==> config.mk <==
export PLATFORM = sky130hd
export DESIGN_NAME = path_canonicalizer_flat
export DESIGN_NICKNAME = d
export VERILOG_FILES = /design/src/sv/pc_pkg.sv /design/src/sv/pc_if.sv /design/src/sv/pc_ram.sv /design/src/sv/pc_out_fifo.sv /design/src/sv/path_canonicalizer.sv /design/src/flat_wrapper.sv
export SDC_FILE = /design/constraint.sdc
export NUM_CORES = 1
export LEC_CHECK = 0
export BUFFER_PORTS_ARGS = -buffer_cell sky130_fd_sc_hd__buf_4
export CORE_MARGIN = 4
export CORE_UTILIZATION = 33
export CTS_CLUSTER_DIAMETER = 120
export DETAILED_ROUTE_END_ITERATION = 8
export GPL_TIMING_DRIVEN = 0
export HOLD_SLACK_MARGIN = 0.02
export SLEW_MARGIN = 20
export SYNTH_ARGS = -nofsm -noshare
export SYNTH_HDL_FRONTEND = slang
export SYNTH_SLANG_ARGS = --single-unit
==> constraint.sdc <==
create_clock -name clk -period 4.3 [get_ports clk]
set_input_delay 0.43 -clock clk [delete_from_list [all_inputs] [get_ports clk]]
set_output_delay 0.43 -clock clk [all_outputs]
set_load 0.05 [all_outputs]
==> src/sv/pc_pkg.sv <==
// ----------------------------------------------------------------------------
// pc_pkg
// Shared constants and types for the path canonicalizer.
// ----------------------------------------------------------------------------
package pc_pkg;

	// default sizing, handed to the top level parameters
	localparam int MAX_PATH_DEF = 63;
	localparam int MAX_SEG_DEF  = 32;

	// characters with a meaning in a path
	localparam logic [7:0] SEP_CHAR = 8'h2F;
	localparam logic [7:0] DOT_CHAR = 8'h2E;

	// one result word waiting in the output queue
	typedef struct packed {
		logic [7:0] data;
		logic       last;
	} out_word_t;

	// push request into the output queue
	typedef struct packed {
		logic      valid;
		out_word_t word;
	} fifo_push_t;

	// output queue status seen by the sequencer
	typedef struct packed {
		logic can_issue;
		logic empty;
	} fifo_stat_t;

endpackage

==> src/sv/pc_if.sv <==
// ----------------------------------------------------------------------------
// pc_if
// Valid/ready channels for path bytes in and canonical path bytes out.
// ----------------------------------------------------------------------------
interface pc_in_if;
	logic       valid;
	logic       ready;
	logic [7:0] in_byte;
	logic       in_last;

	modport source (output valid, output in_byte, output in_last, input ready);
	modport sink (input valid, input in_byte, input in_last, output ready);
endinterface

interface pc_out_if;
	logic       valid;
	logic       ready;
	logic [7:0] out_byte;
	logic       out_last;
	logic       overflowed;

	modport source (output valid, output out_byte, output out_last, output overflowed,
		input ready);
	modport sink (input valid, input out_byte, input out_last, input overflowed,
		output ready);
endinterface

==> src/sv/pc_ram.sv <==
// ----------------------------------------------------------------------------
// pc_ram
// Single write port, single read port synchronous memory, registered read.
// ----------------------------------------------------------------------------
module pc_ram #(
	parameter int DEPTH  = 64,
	parameter int DATA_W = 8,
	localparam int AW    = (DEPTH > 1) ? $clog2(DEPTH) : 1
) (
	input  logic              clk,
	input  logic              we,
	input  logic [AW-1:0]     waddr,
	input  logic [DATA_W-1:0] wdata,
	input  logic              re,
	input  logic [AW-1:0]     raddr,
	output logic [DATA_W-1:0] rdata
);

	logic [DATA_W-1:0] mem_q [DEPTH];

	// write port
	always_ff @(posedge clk) begin
		if (we) begin
			mem_q[waddr] <= wdata;
		end
	end

	// read port, registered
	always_ff @(posedge clk) begin
		if (re) begin
			rdata <= mem_q[raddr];
		end
	end

endmodule

==> src/sv/pc_out_fifo.sv <==
// ----------------------------------------------------------------------------
// pc_out_fifo
// Two word output queue; hands out issue credit so reads in flight always
// find a free slot.
// ----------------------------------------------------------------------------
module pc_out_fifo import pc_pkg::*; (
	input  logic          clk,
	input  logic          arst_n,
	input  fifo_push_t    push,
	input  logic          inflight,
	input  logic          ovf,
	output fifo_stat_t    stat,
	pc_out_if.source      outp
);

	out_word_t  slot0_q;
	out_word_t  slot1_q;
	logic [1:0] cnt_q;
	logic       pop;
	logic [2:0] cnt_after;

	assign pop = outp.valid && outp.ready;

	// port drive
	assign outp.valid      = (cnt_q != 2'd0);
	assign outp.out_byte   = slot0_q.data;
	assign outp.out_last   = slot0_q.last;
	assign outp.overflowed = ovf;

	// occupancy once the read in flight lands
	assign cnt_after      = {1'b0, cnt_q} + {2'b00, inflight} - {2'b00, pop};
	assign stat.can_issue = (cnt_after < 3'd2);
	assign stat.empty     = (cnt_q == 2'd0);

	// fill count
	always_ff @(posedge clk or negedge arst_n) begin
		if (!arst_n) begin
			cnt_q <= 2'd0;
		end else begin
			cnt_q <= cnt_q + {1'b0, push.valid} - {1'b0, pop};
		end
	end

	// slots, head in slot0
	always_ff @(posedge clk) begin
		if (pop) begin
			if (push.valid && (cnt_q == 2'd1)) begin
				slot0_q <= push.word;
			end else begin
				slot0_q <= slot1_q;
			end
			if (push.valid && (cnt_q != 2'd1)) begin
				slot1_q <= push.word;
			end
		end else if (push.valid) begin
			if (cnt_q == 2'd0) begin
				slot0_q <= push.word;
			end else begin
				slot1_q <= push.word;
			end
		end
	end

endmodule

==> src/sv/path_canonicalizer.sv <==
// ----------------------------------------------------------------------------
// path_canonicalizer
// Builds the canonical form of a slash separated path in a text memory and
// a segment start stack, then streams the text out.
// ----------------------------------------------------------------------------
// Load: one byte per cycle; a ".." token that pops a segment stalls the input
//   while the stack memory is read in ST_POP.
// After the last byte: ST_FIN closes the final token (followed by ST_POP when a final
//   ".." with no trailing separator pops), then each byte passes through a text memory
//   read and the output queue (a lone "/" skips the read), one byte per cycle while the
//   receiver is ready; the next path is taken once the output queue has drained.
// Reset clears all control state; the two memories are not cleared.
// ----------------------------------------------------------------------------
module path_canonicalizer import pc_pkg::*; #(
	parameter int MAX_PATH     = MAX_PATH_DEF,
	parameter int MAX_SEGMENTS = MAX_SEG_DEF
) (
	input  logic      clk,
	input  logic      arst_n,
	pc_in_if.sink     inp,
	pc_out_if.source  outp
);

	localparam int BUF_DEPTH = MAX_PATH + 1;
	localparam int PTR_W     = $clog2(BUF_DEPTH + 1);
	localparam int BUF_AW    = $clog2(BUF_DEPTH);
	localparam int SEG_AW    = (MAX_SEGMENTS > 1) ? $clog2(MAX_SEGMENTS) : 1;
	localparam int DEPTH_W   = $clog2(MAX_SEGMENTS + 1);
	localparam int SEEN_W    = $clog2(MAX_PATH + 1);

	localparam logic [PTR_W-1:0]   BUF_END  = PTR_W'(BUF_DEPTH);
	localparam logic [DEPTH_W-1:0] SEG_MAX  = DEPTH_W'(MAX_SEGMENTS);
	localparam logic [SEEN_W-1:0]  SEEN_MAX = SEEN_W'(MAX_PATH);

	// sequencer states
	localparam logic [1:0] ST_LOAD = 2'd0;
	localparam logic [1:0] ST_FIN  = 2'd1;
	localparam logic [1:0] ST_POP  = 2'd2;
	localparam logic [1:0] ST_EMIT = 2'd3;

	// token length, saturating
	localparam logic [1:0] LEN_0    = 2'd0;
	localparam logic [1:0] LEN_1    = 2'd1;
	localparam logic [1:0] LEN_2    = 2'd2;
	localparam logic [1:0] LEN_MORE = 2'd3;

	logic [1:0]         state_q, state_d;
	logic [1:0]         pop_next_q, pop_next_d;
	logic [PTR_W-1:0]   wp_q, wp_d;
	logic [PTR_W-1:0]   ts_q, ts_d;
	logic [DEPTH_W-1:0] depth_q, depth_d;
	logic [1:0]         len_q, len_d;
	logic               dots_q, dots_d;
	logic [SEEN_W-1:0]  seen_q, seen_d;
	logic               ovf_q, ovf_d;
	logic [PTR_W-1:0]   rd_ptr_q, rd_ptr_d;
	logic               sent_q, sent_d;
	logic               rd_pend_s1;
	logic               rd_last_s1, rd_last_d;

	logic               acc, take, is_sep, fin_go, path_empty, slash_go, done;
	logic [PTR_W-1:0]   wp_inc, rd_inc;

	logic               buf_we, buf_re;
	logic [BUF_AW-1:0]  buf_waddr, buf_raddr;
	logic [7:0]         buf_wdata, buf_rdata;
	logic               seg_we, seg_re;
	logic [SEG_AW-1:0]  seg_waddr, seg_raddr;
	logic [PTR_W-1:0]   seg_wdata, seg_rdata;

	fifo_push_t         push;
	fifo_stat_t         fstat;

	assign inp.ready  = (state_q == ST_LOAD);
	assign acc        = inp.valid && inp.ready;
	assign take       = acc && (seen_q < SEEN_MAX);
	assign is_sep     = (inp.in_byte == SEP_CHAR);
	assign fin_go     = (take && is_sep) || (state_q == ST_FIN);
	assign path_empty = (depth_q == '0) || (wp_q == '0);
	assign wp_inc     = wp_q + 1'b1;
	assign rd_inc     = rd_ptr_q + 1'b1;

	// next state of the path builder and emitter
	always_comb begin
		state_d    = state_q;
		pop_next_d = pop_next_q;
		wp_d       = wp_q;
		ts_d       = ts_q;
		depth_d    = depth_q;
		len_d      = len_q;
		dots_d     = dots_q;
		seen_d     = seen_q;
		ovf_d      = ovf_q;
		rd_ptr_d   = rd_ptr_q;
		sent_d     = sent_q;
		rd_last_d  = rd_last_s1;
		buf_we     = 1'b0;
		buf_waddr  = '0;
		buf_wdata  = '0;
		buf_re     = 1'b0;
		buf_raddr  = '0;
		seg_we     = 1'b0;
		seg_waddr  = '0;
		seg_wdata  = '0;
		seg_re     = 1'b0;
		seg_raddr  = '0;
		slash_go   = 1'b0;
		done       = 1'b0;

		unique case (state_q)
			ST_LOAD: begin
				if (acc) begin
					if (!take) begin
						ovf_d = 1'b1;
					end else begin
						seen_d = seen_q + 1'b1;
						if (!is_sep) begin
							// token byte; the leading slash is written when the token is kept
							if (len_q == LEN_0) begin
								ts_d = wp_q;
								if (wp_q < BUF_END) begin
									if (wp_inc < BUF_END) begin
										buf_we    = 1'b1;
										buf_waddr = BUF_AW'(wp_inc);
										buf_wdata = inp.in_byte;
										wp_d      = wp_q + 2'd2;
									end else begin
										wp_d = wp_inc;
									end
								end
							end else if (wp_q < BUF_END) begin
								buf_we    = 1'b1;
								buf_waddr = BUF_AW'(wp_q);
								buf_wdata = inp.in_byte;
								wp_d      = wp_inc;
							end
							len_d = (len_q == LEN_MORE) ? LEN_MORE : len_q + 1'b1;
							if (inp.in_byte != DOT_CHAR) begin
								dots_d = 1'b0;
							end
						end
					end
					if (inp.in_last) begin
						state_d = ST_FIN;
					end
				end
			end
			ST_FIN: begin
				state_d = ST_EMIT;
			end
			ST_POP: begin
				wp_d    = seg_rdata;
				state_d = pop_next_q;
			end
			ST_EMIT: begin
				if (path_empty) begin
					// nothing kept: a lone separator
					if (!sent_q && fstat.can_issue) begin
						slash_go = 1'b1;
						sent_d   = 1'b1;
					end
					done = sent_q && fstat.empty;
				end else begin
					if ((rd_ptr_q != wp_q) && fstat.can_issue) begin
						buf_re    = 1'b1;
						buf_raddr = BUF_AW'(rd_ptr_q);
						rd_last_d = (rd_inc == wp_q);
						rd_ptr_d  = rd_inc;
					end
					done = (rd_ptr_q == wp_q) && !rd_pend_s1 && fstat.empty;
				end
			end
			default: begin
				state_d = ST_LOAD;
			end
		endcase

		// end of token: drop ".", pop on "..", otherwise push a segment, or drop it when the stack is full
		if (fin_go && (len_q != LEN_0)) begin
			len_d  = LEN_0;
			dots_d = 1'b1;
			if (dots_q && (len_q == LEN_1)) begin
				wp_d = ts_q;
			end else if (dots_q && (len_q == LEN_2)) begin
				wp_d = ts_q;
				if (depth_q != '0) begin
					depth_d    = depth_q - 1'b1;
					seg_re     = 1'b1;
					seg_raddr  = SEG_AW'(depth_q - 1'b1);
					state_d    = ST_POP;
					pop_next_d = ((state_q == ST_FIN) || inp.in_last) ? ST_EMIT : ST_LOAD;
				end
			end else if (depth_q < SEG_MAX) begin
				seg_we    = 1'b1;
				seg_waddr = SEG_AW'(depth_q);
				seg_wdata = ts_q;
				depth_d   = depth_q + 1'b1;
				if (ts_q < BUF_END) begin
					buf_we    = 1'b1;
					buf_waddr = BUF_AW'(ts_q);
					buf_wdata = SEP_CHAR;
				end
			end else begin
				wp_d = ts_q;
			end
		end

		// path delivered: back to the empty state
		if (done) begin
			state_d  = ST_LOAD;
			wp_d     = '0;
			ts_d     = '0;
			depth_d  = '0;
			len_d    = LEN_0;
			dots_d   = 1'b1;
			seen_d   = '0;
			ovf_d    = 1'b0;
			rd_ptr_d = '0;
			sent_d   = 1'b0;
		end
	end

	// control registers
	always_ff @(posedge clk or negedge arst_n) begin
		if (!arst_n) begin
			state_q    <= ST_LOAD;
			pop_next_q <= ST_LOAD;
			wp_q       <= '0;
			ts_q       <= '0;
			depth_q    <= '0;
			len_q      <= LEN_0;
			dots_q     <= 1'b1;
			seen_q     <= '0;
			ovf_q      <= 1'b0;
			rd_ptr_q   <= '0;
			sent_q     <= 1'b0;
			rd_pend_s1 <= 1'b0;
		end else begin
			state_q    <= state_d;
			pop_next_q <= pop_next_d;
			wp_q       <= wp_d;
			ts_q       <= ts_d;
			depth_q    <= depth_d;
			len_q      <= len_d;
			dots_q     <= dots_d;
			seen_q     <= seen_d;
			ovf_q      <= ovf_d;
			rd_ptr_q   <= rd_ptr_d;
			sent_q     <= sent_d;
			rd_pend_s1 <= buf_re;
		end
	end

	// last mark travels with the read
	always_ff @(posedge clk) begin
		rd_last_s1 <= rd_last_d;
	end

	// output queue push: text memory data or the lone separator
	always_comb begin
		push.valid     = rd_pend_s1 || slash_go;
		push.word.data = rd_pend_s1 ? buf_rdata : SEP_CHAR;
		push.word.last = rd_pend_s1 ? rd_last_s1 : 1'b1;
	end

	// canonical text
	pc_ram #(
		.DEPTH  (BUF_DEPTH),
		.DATA_W (8)
	) u_text (
		.clk   (clk),
		.we    (buf_we),
		.waddr (buf_waddr),
		.wdata (buf_wdata),
		.re    (buf_re),
		.raddr (buf_raddr),
		.rdata (buf_rdata)
	);

	// segment start stack
	pc_ram #(
		.DEPTH  (MAX_SEGMENTS),
		.DATA_W (PTR_W)
	) u_seg (
		.clk   (clk),
		.we    (seg_we),
		.waddr (seg_waddr),
		.wdata (seg_wdata),
		.re    (seg_re),
		.raddr (seg_raddr),
		.rdata (seg_rdata)
	);

	pc_out_fifo u_fifo (
		.clk      (clk),
		.arst_n   (arst_n),
		.push     (push),
		.inflight (rd_pend_s1),
		.ovf      (ovf_q),
		.stat     (fstat),
		.outp     (outp)
	);

endmodule

==> src/flat_wrapper.sv <==
// flat-port wrapper written by rule: the top's interface ports become plain ports
module path_canonicalizer_flat import pc_pkg::*;
#(
	parameter int MAX_PATH     = MAX_PATH_DEF,
	parameter int MAX_SEGMENTS = MAX_SEG_DEF
)
  (clk, arst_n, inp_valid, inp_in_byte, inp_in_last, inp_ready, outp_valid, outp_out_byte, outp_out_last, outp_overflowed, outp_ready);
  pc_in_if inp_i ();
  pc_out_if outp_i ();
  input  logic clk;
  input  logic arst_n;
  input wire logic [$bits(inp_i.valid)-1:0] inp_valid;
  input wire logic [$bits(inp_i.in_byte)-1:0] inp_in_byte;
  input wire logic [$bits(inp_i.in_last)-1:0] inp_in_last;
  output wire logic [$bits(inp_i.ready)-1:0] inp_ready;
  output wire logic [$bits(outp_i.valid)-1:0] outp_valid;
  output wire logic [$bits(outp_i.out_byte)-1:0] outp_out_byte;
  output wire logic [$bits(outp_i.out_last)-1:0] outp_out_last;
  output wire logic [$bits(outp_i.overflowed)-1:0] outp_overflowed;
  input wire logic [$bits(outp_i.ready)-1:0] outp_ready;
  assign inp_i.valid = inp_valid;
  assign inp_i.in_byte = inp_in_byte;
  assign inp_i.in_last = inp_in_last;
  assign inp_ready = inp_i.ready;
  assign outp_valid = outp_i.valid;
  assign outp_out_byte = outp_i.out_byte;
  assign outp_out_last = outp_i.out_last;
  assign outp_overflowed = outp_i.overflowed;
  assign outp_i.ready = outp_ready;
  path_canonicalizer #(.MAX_PATH(MAX_PATH), .MAX_SEGMENTS(MAX_SEGMENTS)) u_core (.clk(clk), .arst_n(arst_n), .inp(inp_i), .outp(outp_i));
endmodule
## Word-level counts from Yosys, hierarchy flattened

Memories as Yosys holds them, arrays and structs flattened. A register that Yosys moved wholly into a read port is not among the register bits.
Index checks and enable logic that the tools add are counted.

- Register bits: 64
- Word-level logic and storage cells: 264
- Input bits: 13
- Memories kept: 2
- Output and inout bits: 12
- RAM bits: 736

Memories:

| name | words | width | read ports | clocked after memory_dff | wr ports | line | source |
|---|---|---|---|---|---|---|---|
| u_core.u_text.mem_q | 64 | 8 | 1 | 1 | 1 | pc_ram.sv:19 | `logic [DATA_W-1:0] mem_q [DEPTH];` |
| u_core.u_seg.mem_q | 32 | 7 | 1 | 1 | 1 | pc_ram.sv:19 |  |

- Magnitude comparators: 6
- Bitwise logic cells: 2
- Equal/unequal tests: 21
- Multiplexer cells: 148
- Reductions and logical operators: 56
- Add/sub/neg operators: 11

Operators by type and width:

| kind | number |
|---|---|
| $mux 7 | 26 |
| $mux 6 | 26 |
| $mux 8 | 14 |
| $mux 9 | 8 |
| $mux 1 | 49 |
| $mux 5 | 8 |
| $mux 2 | 15 |
| $reduce_bool 2->1 | 13 |
| $lt 7x7->1 const B | 3 |
| $reduce_and 3->1 | 6 |
| $reduce_bool 3->1 | 5 |
| $add 7x1->7 const B | 2 |
| $eq 7x7->1 | 2 |
| $logic_and 1x1->1 | 14 |
| $pmux 7 s2 | 1 |
| $add 6x1->6 const B | 2 |
| $lt 6x6->1 const B | 2 |
| $reduce_and 4->1 | 3 |
| $reduce_and 5->1 | 2 |
| $eq 2x2->1 const B | 4 |
| $eq 8x6->1 const B | 1 |
| $ne 2x2->1 const B | 4 |
| $ne 8x6->1 const B | 1 |
| $add 7x2->7 const B | 1 |
| other kinds (21) | 32 |

## Depth between registers and ports, before layout

Gate-level depths: netlist of run 1.

- Word-level depth: 16
- Depth in mapped cells: 18

## Modules after synthesis

Synthesis of run 1 repeated with hierarchy kept, for this count alone.

- Cells, all modules: 1776
- Area, all modules: 33499.6 µm²

Modules (own cells, without submodules):

| module | seq. area each (µm²) | times used | cells an instance | area an instance (µm²) |
|---|---|---|---|---|
| pc_ram (u_core.u_text) | 15615.0 | 1 | 940 | 20246.9 |
| pc_ram (u_core.u_seg) | 6936.7 | 1 | 370 | 8903.5 |
| path_canonicalizer | 1082.3 | 1 | 419 | 3498.4 |
| pc_out_fifo | 590.6 | 1 | 47 | 850.8 |

## Worst setup path before layout of run 1

Ideal clock, no wire load.

- Path type: register -> register
- Start point: register u_core.u_fifo.cnt_q[1]
- End point: register u_core.u_text.rdata[6], read port of u_core.u_text.mem_q (data pin)
- Stages on the path, launching flop included: 17
- Buffers on the path: 3
- Period minus slack after synthesis: 4114 ps
- Path slack: 186 ps
- Arrival time: 3844 ps
- Path through: dfrtp_1 > or2_2 > clkbuf_1 > nand2_1 > inv_1 > ha_1 > nand2b_1 > fa_1 > xor2_1 > nor3b_4 > o211ai_2 > buf_2 > buf_2 > a2111oi_0 > nor4_1 > a211oi_1 > o211ai_1

- Word-level cells in the longest chain between the ends: 8
- Elaborated cells between the ends (all ways): 12

RTL lines:

| what | line | source |
|---|---|---|
| start: declaration | pc_out_fifo.sv:18 | `logic [1:0] cnt_q;` |
| start signal: assignment | pc_out_fifo.sv:40 | `cnt_q <= cnt_q + {1'b0, push.valid} - {1'b0, pop};` |
| $reduce_bool 2->1 (*) | pc_out_fifo.sv:25 | `assign outp.valid = (cnt_q != 2'd0);` |
| named net outp_valid | flat_wrapper.sv:16 | `output wire logic [$bits(outp_i.valid)-1:0] outp_valid;` |
| $logic_and 1x1->1 (*) | pc_out_fifo.sv:22 | `assign pop = outp.valid && outp.ready;` |
| $sub 3x1->3 (*) | pc_out_fifo.sv:31 | `assign cnt_after = {1'b0, cnt_q} + {2'b00, inflight} - {2'b00, pop};` |
| $lt 3x2->1 (*) | pc_out_fifo.sv:32 | `assign stat.can_issue = (cnt_after < 3'd2);` |
| $logic_and 1x1->1 (*) | path_canonicalizer.sv:164 | `if ((rd_ptr_q != wp_q) && fstat.can_issue) begin` |
| $mux 6 or $mux 1 (tied branches) | path_canonicalizer.sv:164 |  |
| $mux 6 or $mux 1 (tied branches) | path_canonicalizer.sv:156 | `if (path_empty) begin` |
| $mux 6 or $mux 1 (tied branches) | path_canonicalizer.sv:110 | `unique case (state_q)` |
| end: declaration | pc_ram.sv:16 | `output logic [DATA_W-1:0] rdata` |

The timed path passes the listed nets; every way through them passes the cells marked *.
A chain may end at the register's enable or synchronous reset.

## Worst setup path in the final report of run 1

- Start point: register u_core.depth_q[0]
- End point: register u_core.u_seg.rdata[1], read port of u_core.u_seg.mem_q (data pin)

- Word-level cells in the longest chain between the ends: 5
- Elaborated cells between the ends (all ways): 10

RTL lines:

| what | line | source |
|---|---|---|
| start: declaration | path_canonicalizer.sv:51 | `logic [DEPTH_W-1:0] depth_q, depth_d;` |
| start signal: assignment | path_canonicalizer.sv:243 | `depth_q <= depth_d;` |
| $sub 6x1->6 or $reduce_bool 6->1 (tied branches) | -- |  |
| $mux 5 or $mux 1 (tied branches) | path_canonicalizer.sv:186 | `if (depth_q != '0) begin` |
| $mux 5 or $mux 1 (tied branches) | path_canonicalizer.sv:184 | `end else if (dots_q && (len_q == LEN_2)) begin` |
| $mux 5 or $mux 1 (tied branches) | path_canonicalizer.sv:182 | `if (dots_q && (len_q == LEN_1)) begin` |
| $mux 5 or $mux 1 (tied branches) | path_canonicalizer.sv:179 | `if (fin_go && (len_q != LEN_0)) begin` |
| end: declaration | pc_ram.sv:16 |  |

Parallel ways exist; a longest one is shown, timed or not.

==> results of run 1 <==
## logic make-up after synthesis
group | Yosys count
buffers and inverters | 165
xor gates and xnor gates | 30
adders and majority gates | 16
muxes | 198
DFF | 814
and+or+nand+nor | 552
AOI/OAI and AO/OA | 473
## stage by stage
step	setup TNS (ps)	cell area [um2]
finish	0	40100
global route	0	40100
CTS	-17780	39700
detailed placement	-175940	36300
global placement	-466330	36100
floorplan	0	34200
## where the power goes
group	internal (mW)	total, mW	leakage (nW)	switching, mW
clock network	4.08	7.17	1.31	3.09
registers	9.02	9.20	7.26	0.185
logic	1.96	5.90	3.63	3.94
total	15.1	22.3	12.2	7.21
## cells in the mapped netlist (6+ instances only)
library cell	number
a211oi_1	26
or3_1	10
o211ai_1	22
a221oi_1	6
mux2_2	66
a31oi_1	23
nand3_1	71
edfxtp_1	770
mux4_2	69
o32ai_1	6
buf_1	13
a21oi_1	116
dfrtp_1	43
a22oi_1	6
clkbuf_1	70
a2bb2oi_1	7
and3_1	22
xnor2_1	16
nor2_1	215
a21o_1	20
a311oi_1	11
a41oi_1	6
a2111oi_0	10
xor2_1	12
mux2i_1	63
ha_1	15
nor2b_1	9
a2111o_1	7
o2bb2ai_1	9
o22ai_1	12
and2_1	13
nand2_1	129
nand2b_1	13
o2111ai_1	9
o32a_1	12
o221ai_1	26
nor3_1	29
nand4_1	8
o21ai_0	85
buf_2	53
o21a_1	13
inv_1	21
## critical path, stage by stage (launching register included)
cell and delay (ps):
dfrtp_2 500, buf_4 280, buf_2 300, inv_1 190, clkbuf_4 250, ha_2 420
clkdlybuf4s15_2 520, clkbuf_4 370, mux4_2 340, a221oi_1 560, a311oi_1 170
## how the worst max path moves through the flow
stage                           startpoint                          to
finish                   u_core.depth_q[0]       u_core.u_seg.rdata[1]
global route             u_core.depth_q[0]       u_core.u_seg.rdata[1]
CTS                         u_core.wp_q[3]  u_core.u_text.mem_q[46][3]
detailed placement       u_core.depth_q[0]      u_core.u_text.rdata[0]
global placement            inp_in_byte[4]    u_core.u_seg.mem_q[9][6]
floorplan           u_core.u_fifo.cnt_q[1]      u_core.u_text.rdata[6]
## routing by layer
metal,up-vias,routed length (um)
met3,233,7790
met5,-,0
li1,9118,-
met1,10800,39000
met2,1005,45500
met4,0,4500
## timing repair
action	in CTS	in global routing
hold buffers	1	0
setup endpoints to repair	612	536
setup buffers	11	3
pin swaps	12	3
hold endpoints to repair	43	0
gates resized for setup	178	85
## cell type report
| class | instances | area, um2 |
|---|---|---|
| Antenna cell | 2 | 5.00 |
| Buffer | 135 | 689 |
| Clock buffer | 111 | 2240 |
| Clock inverter | 45 | 459 |
| Fill cell | 9334 | 62300 |
| Inverter | 25 | 96.3 |
| Multi-Input combinational cell | 1269 | 10200 |
| Sequential cell | 814 | 24200 |
| Tap cell | 1368 | 1710 |
| Timing Repair Buffer | 46 | 440 |
## registers in the layout, summed over array words and instances (netlist names), 2 cells and up
name / flops
u_core.u_text.mem_q: 512
u_core.u_seg.mem_q: 224
u_core.u_fifo.slot1_q: 9
u_core.u_fifo.outp.out_byte: 8
u_core.u_text.rdata: 8
u_core.rd_ptr_q: 7
u_core.ts_q: 7
u_core.u_seg.rdata: 7
u_core.wp_q: 7
u_core.depth_q: 6
u_core.seen_q: 6
u_core.len_q: 2
u_core.state_q: 2
u_core.u_fifo.cnt_q: 2
==> results list, run 1 <==
* Routed via count: 21100
* Antenna violations before repair: 2
- Distinct cell type count after synthesis: 85
- Maximum resistive drop on vdd: approximately 0.39 mV
- In the final design database the tool counted roughly 2400 nets.
- Dominant register cell in the synthesized netlist: edfxtp_1
- Cells on worst reg2reg path: 10
- For the worst setup path, the data arrival time is 4550 ps.
- Met2 demand-to-capacity share in global routing: 0.281
- Of the total synthesized cell area, the portion taken by XOR and XNOR cells is 0.00813.
- STA classifies the critical path endpoint as a flop.
* Total congestion overflow: 0
- The setup check on the worst reg-to-reg path leaves a slack of roughly 100 ps.
* Synthesized-area fraction occupied by ao, oa, aoi and oai cells: 0.0956
- Crit path max fanout: 10
* Pin count of the biggest net entering global routing: between 60 and 70
- The run finished with clean final reports.
- At the end of routability-driven placement, the weighted congestion stood at ~1.
- Global routing usage on met3: 0.0343
* Leakage: roughly 12 nW
- Synthesis handed over a netlist of around 2200 instances.
* Placed wire-length estimate: between 60 and 70 mm
* TritonCTS clock tree: yes
- Post-synth EDFFs: 770
- Across all setup checks in the final design, the least slack found is a little over 100 ps.
- Pwr per Cell Area: around 560 nW/um2
- Setup violations remaining at the end of the flow were counted as 0.
- The max-slew violation count is 0.
* Relative slew margins: 0.256
- Worst clock skew on the final layout: between 20 and 30 ps
* Number of CTS-inserted buffers: 84
- Static timing analysis puts the maximum clock frequency at around 240 MHz.
- The initialized floorplan defines roughly 120 standard-cell rows.
- Of the total synthesized cell area, the portion taken by AND, OR, NAND and NOR gates is 0.0753.
- Once placement completed, the tool counted placed cells totaling between 3000 and 4000.
- Fraction of post-synthesis cell area in the top cell type by area: 0.676
- Counting flops and latches in the post-synthesis netlist gives 814.
- Capture point of the worst reg-to-reg path: u_core.u_seg.rdata[1]
- Post-Synthesis Mean Instance Area: roughly 15 um2
- Yosys attributes the largest share of cell area to edfxtp_1, mux4_2, dfrtp_1.
- DRC errors left: 0
- Total nets after synthesis: 2277
- The clock passes through at most 3 buffers.
- 25 I/O pins were placed.
- Post-CTS clock slew at the launch and capture registers of the worst setup and hold paths: roughly 60 ps
- Largest area contributor in the synthesized netlist: edfxtp_1
- Async set or reset register ratio after synthesis: 0.0541
- Yosys synthesis warning count: 0
- Hold is met by approximately 80 ps.
- For this configuration, the core starts out at a cell density of 0.334.
- Mux cell area share after synthesis: 0.0857
- Fraction of final layout cells sized beyond drive strength 1: 0.224
- The floorplan step defined a die boundary enclosing approximately 110000 um2.
- Number of iterations in the first detailed-routing pass: 6
- In this run the vertical extent of the chip is 330 um.
- DP Worst Slack: -1230 ps
- Clock root buffer: clkbuf_16
- The library cells used most frequently in the layout, excluding fill and tap cells, are edfxtp_1, nor2_1, nand2_1.
* H-tree depth: 3
* GR peak layer: met2
* First-pass GRT wire length: roughly 140 mm
- Remaining number of nets flagged by the antenna check after routing: 0
- For met1 alone, demand over resource in global routing was 0.235.
* Min-Delay Path Class: input port to flop
- For hold timing, the worst endpoint is u_core.state_q[0].
- After detailed routing, the number of vias per cell comes to ~5.5.
- The total count of hold-check failures in the final report came to 0.
- In the final routed layout, each cell accounts on average for 25.4 um.
- Max-cap violations in this run came to 0.
- The worst path needs 4200 ps of the cycle, external delays included.
- Core Util, Final: 0.392
* Total Routed Length: around 97 mm
- The critical path is of the flop to flop type.
* Critical register-to-register path startpoint: u_core.depth_q[0]
* Combinational family with the most area after synthesis: compound AO/OA/AOI/OAI gates
- Overall die width: 330 um
- The design draws approximately 22 mW.
* Placeable core region: about 100000 um2
- For this block, the initial DRC count from the detailed router was 2517.
- Later-pin clock latency in the skew report: ~650 ps
* Layout-stage area growth over the synthesis result: 17.2%
- For this run, the register share of the synthesized area comes to 0.709.
* Hold path start: inp_valid
* Post-route clock period utilization: 0.976
- The synthesized netlist occupies a cell area of around 34000 um2.
* Critical path data required time: ~4700 ps
- Setup repair after global routing left no endpoint under its margin.
- For the pin with the worst max-slew slack, the measured transition is approximately 1100 ps.
- Cell depth of the worst min-delay path: 3
- The finished layout holds around 3800 standard cells, fillers aside.
- Vias in the first global route: around 21000
- # clock sinks: 814
- Critical Path Start Type: flop
* Global-route usage over all layers: 0.176
- IO Port Bufs: 24
- The library cell used most frequently in the layout, excluding fill and tap cells, is edfxtp_1.
- Of the total synthesized cell area, the portion taken by full adders, half adders and majority gates is 0.00608.
Note: power is estimated with default switching activity, not from simulation.
==> run 2: changes to the inputs <==
--- a/config.mk
+++ b/config.mk
@@ -12,6 +12,7 @@
 export DETAILED_ROUTE_END_ITERATION = 8
 export GPL_TIMING_DRIVEN = 0
 export HOLD_SLACK_MARGIN = 0.02
+export PLACE_DENSITY_LB_ADDON = 0.05
 export SLEW_MARGIN = 20
 export SYNTH_ARGS = -nofsm -noshare
 export SYNTH_HDL_FRONTEND = slang
==> run 2 against run 1 <==
Clock power up 5.6%. Critical path depth up 7. Total power rose by 3.3%. Sequential share of layout area is 0.75 points lower. Non-clock buffer count rose by 6. Via count down 0.23%. Clock skew is 5.7 ps higher. Final cell count is 0.42% higher. Flip-flop and latch count is the same. First-iteration DRC count shrank 20%.
==> results list, run 2 (same netlist as run 1, synthesis figures left out) <==
- The initial utilization of the core area, before any placement, comes to 0.334.
* Layout-stage area growth over the synthesis result: 18.7%
- Commonest non-fill, non-tap cell in the layout: edfxtp_1
- Fraction of final layout cells sized beyond drive strength 1: 0.236
- Final instance count without filler cells: 3831
- Number of nets at the end of the flow: roughly 2400
- Core Util, Final: 0.397
* Crit path time final: between 4000 and 5000 ps
* Final standard cell area without fillers: about 40000 um2
- From left edge to right edge, the die measures around 330 um.
- Once detail routing completed, the nets flagged for antenna violations numbered 0.
- The critical path is of the flop to flop type.
- # setup viols final: 0
- For this run, design rule violations remaining after detail routing come to 0.
* Arrival @ worst endpoint: about 4600 ps
* Hold violation total from the final report: 0
* Die footprint: between 100000 and 150000 um2
- Placeable core region: roughly 100000 um2
- Cell count after placement: between 3000 and 4000
- Worst clock skew on the final layout: about 32 ps
- The tree is rooted in a clkbuf_16.
* Routed via count: between 20000 and 25000
- In the layout the commonest cells are edfxtp_1, nor2_1, nand2_1.
- Critical path data required time: around 4700 ps
- Post-route clock period utilization: 0.980
- Cell row count: 117
- The flow ran to the end, and the final reports show no timing, DRC or antenna violations.
- Clock tree synthesis found a total of 814 sinks.
* Min-Delay Path Class: input port to flop
- The register with the most flip-flops in the layout has ~510 of them.
- 25 I/O pins were placed.
- H-tree depth: 3
- The number of global-route vias before repair came to ~21000.
- The die is around 330 um tall.
- Iteration-0 DRC count of the detailed router: between 2000 and 2500
- Number of diodes: 0
- For this run, the top clock speed supported by timing is 237 MHz.
- Post-detailed-placement cell area: 36500 um2
* Routed vias/inst: between 5 and 6
* Total congestion overflow: 0
* Avg WL per Cell: roughly 29 um
* Post-CTS clock slew at the launch and capture registers of the worst setup and hold paths: 60 ps
- Maximum buffer depth of the clock tree: 3
- The max-slew violation count is 0.
- Pwr per Cell Area: ~570 nW/um2
* Crit path max fanout: 10
* Final Hold Slack: 99.7 ps
- First-pass GRT wire length: between 150 and 200 mm
- Endpoint kind of the worst setup timing path: flop
* Setup repair after global routing missed its margin: yes
* Post-Route Setup TNS: 0 ps
* Fill cell total of the finished layout: approximately 9500
* Max Cap Viol: 0
- Critical Path Start Type: flop
- The largest registers in the layout are u_core.u_text.mem_q: 512 flops, u_core.u_seg.mem_q: 224 flops, u_core.u_fifo.slot1_q: 9 flops.
- The number of clock buffers added by TritonCTS is 93.
* Antenna violations before repair: 1
- At the end of routability-driven placement, the weighted congestion stood at between 0.9 and 1.
- Buffers placed on the I/O ports in this run total 24.
- Once detailed placement completed, the half-perimeter wirelength came to about 75 mm.
* Global-route usage over all layers: 0.200
- At the pin with the least slew margin, the transition time is 1100 ps.
* Number of iterations in the first detailed-routing pass: 5
* Maximum resistive drop on vdd: around 0.28 mV
* Largest Register: u_core.u_text.mem_q
* TritonCTS clock tree: yes
* Leakage: 12.4 nW
- Pin count of the biggest net entering global routing: 57
* Later-pin clock latency in the skew report: around 660 ps
- The final layout contains routed wiring with a total length of about 110 mm.
- Relative slew margins: 0.262
## run 2: cell count changes in the layout (fill, tap and decap cells not counted), moves of 4 or more
cell,delta
clkbuf_4,-5
buf_16,+5
buf_2,+4
nor2_2,-8
nor2_4,+8
o21ai_2,+4
clkbuf_8,+4
clkbuf_16,+9
nor3_4,+4
## run 2: report_power, final
part	total [mW]	internal (mW)	switching, mW
Sequential	9.19	9.01	0.171
Combinational	6.25	2.02	4.23
Clock	7.57	4.40	3.17
## run 2: worst paths after layout
kind,endpoint,slack (ps),startpoint,cells after the start
max in group asynchronous,u_core.depth_q[0],3470,arst_n,2
setup / recovery,u_core.u_text.rdata[1],80,u_core.u_fifo.cnt_q[0],17
hold / removal,u_core.state_q[0],100,inp_valid,3
setup reg to reg,u_core.u_text.rdata[1],80,u_core.u_fifo.cnt_q[0],17
hold reg to reg,u_core.pop_next_q[0],500,u_core.pop_next_q[0],2
min in group asynchronous,u_core.seen_q[0],360,arst_n,2
## run 2: through the flow
stage / setup slack (ps) / power (mW)
final: 84.6 / 23.0
after global routing: -110 / 24.0
after CTS: 2.75 / 23.1
after detailed placement: -1870 / 15.3
after global placement: -1800 / 15.2
after floorplan: 186 / 12.9
## run 2: routing by layer
layer,vias up,share of wire,global-route usage
met1,11000,0.47,0.301
met4,2,0.024,0.0554
met3,153,0.065,0.0341
met2,766,0.44,0.299
li1,9178,-,-
met5,-,0.00011,0
## run 2: what timing repair did
action,4_1_cts,5_1_grt
pin swaps,11,9
hold endpoints to repair,43,0
buffers inserted,9,3
setup endpoints to repair,612,498
resized for setup,203,96
hold buffers,1,0
## run 2: worst max-delay path, cell delays in order, from the launching register on
cell       delay (ps)
dfrtp_1           430
or2_4             300
nand2_1           110
inv_1              70
ha_1              260
nand2b_1          160
fa_2              390
xor2_2            220
nor3b_4            60
buf_4             170
o211ai_4          170
inv_2             130
buf_6             180
nand2_4           180
buf_2             300
a311oi_1          170
a21oi_1           370
o2111ai_4         210
## run 2: cell type report
cell class | count | area [um2] | share of cell area
Sequential cell | 814 | 24200 | 0.597
Multi-Input combinational cell | 1269 | 10300 | 0.255
Clock buffer | 124 | 2510 | 0.0620
Tap cell | 1368 | 1710 | 0.0422
Buffer | 137 | 708 | 0.0175
Timing Repair Buffer | 50 | 601 | 0.0148
Clock inverter | 44 | 369 | 0.00910
Inverter | 25 | 93.8 | 0.00231
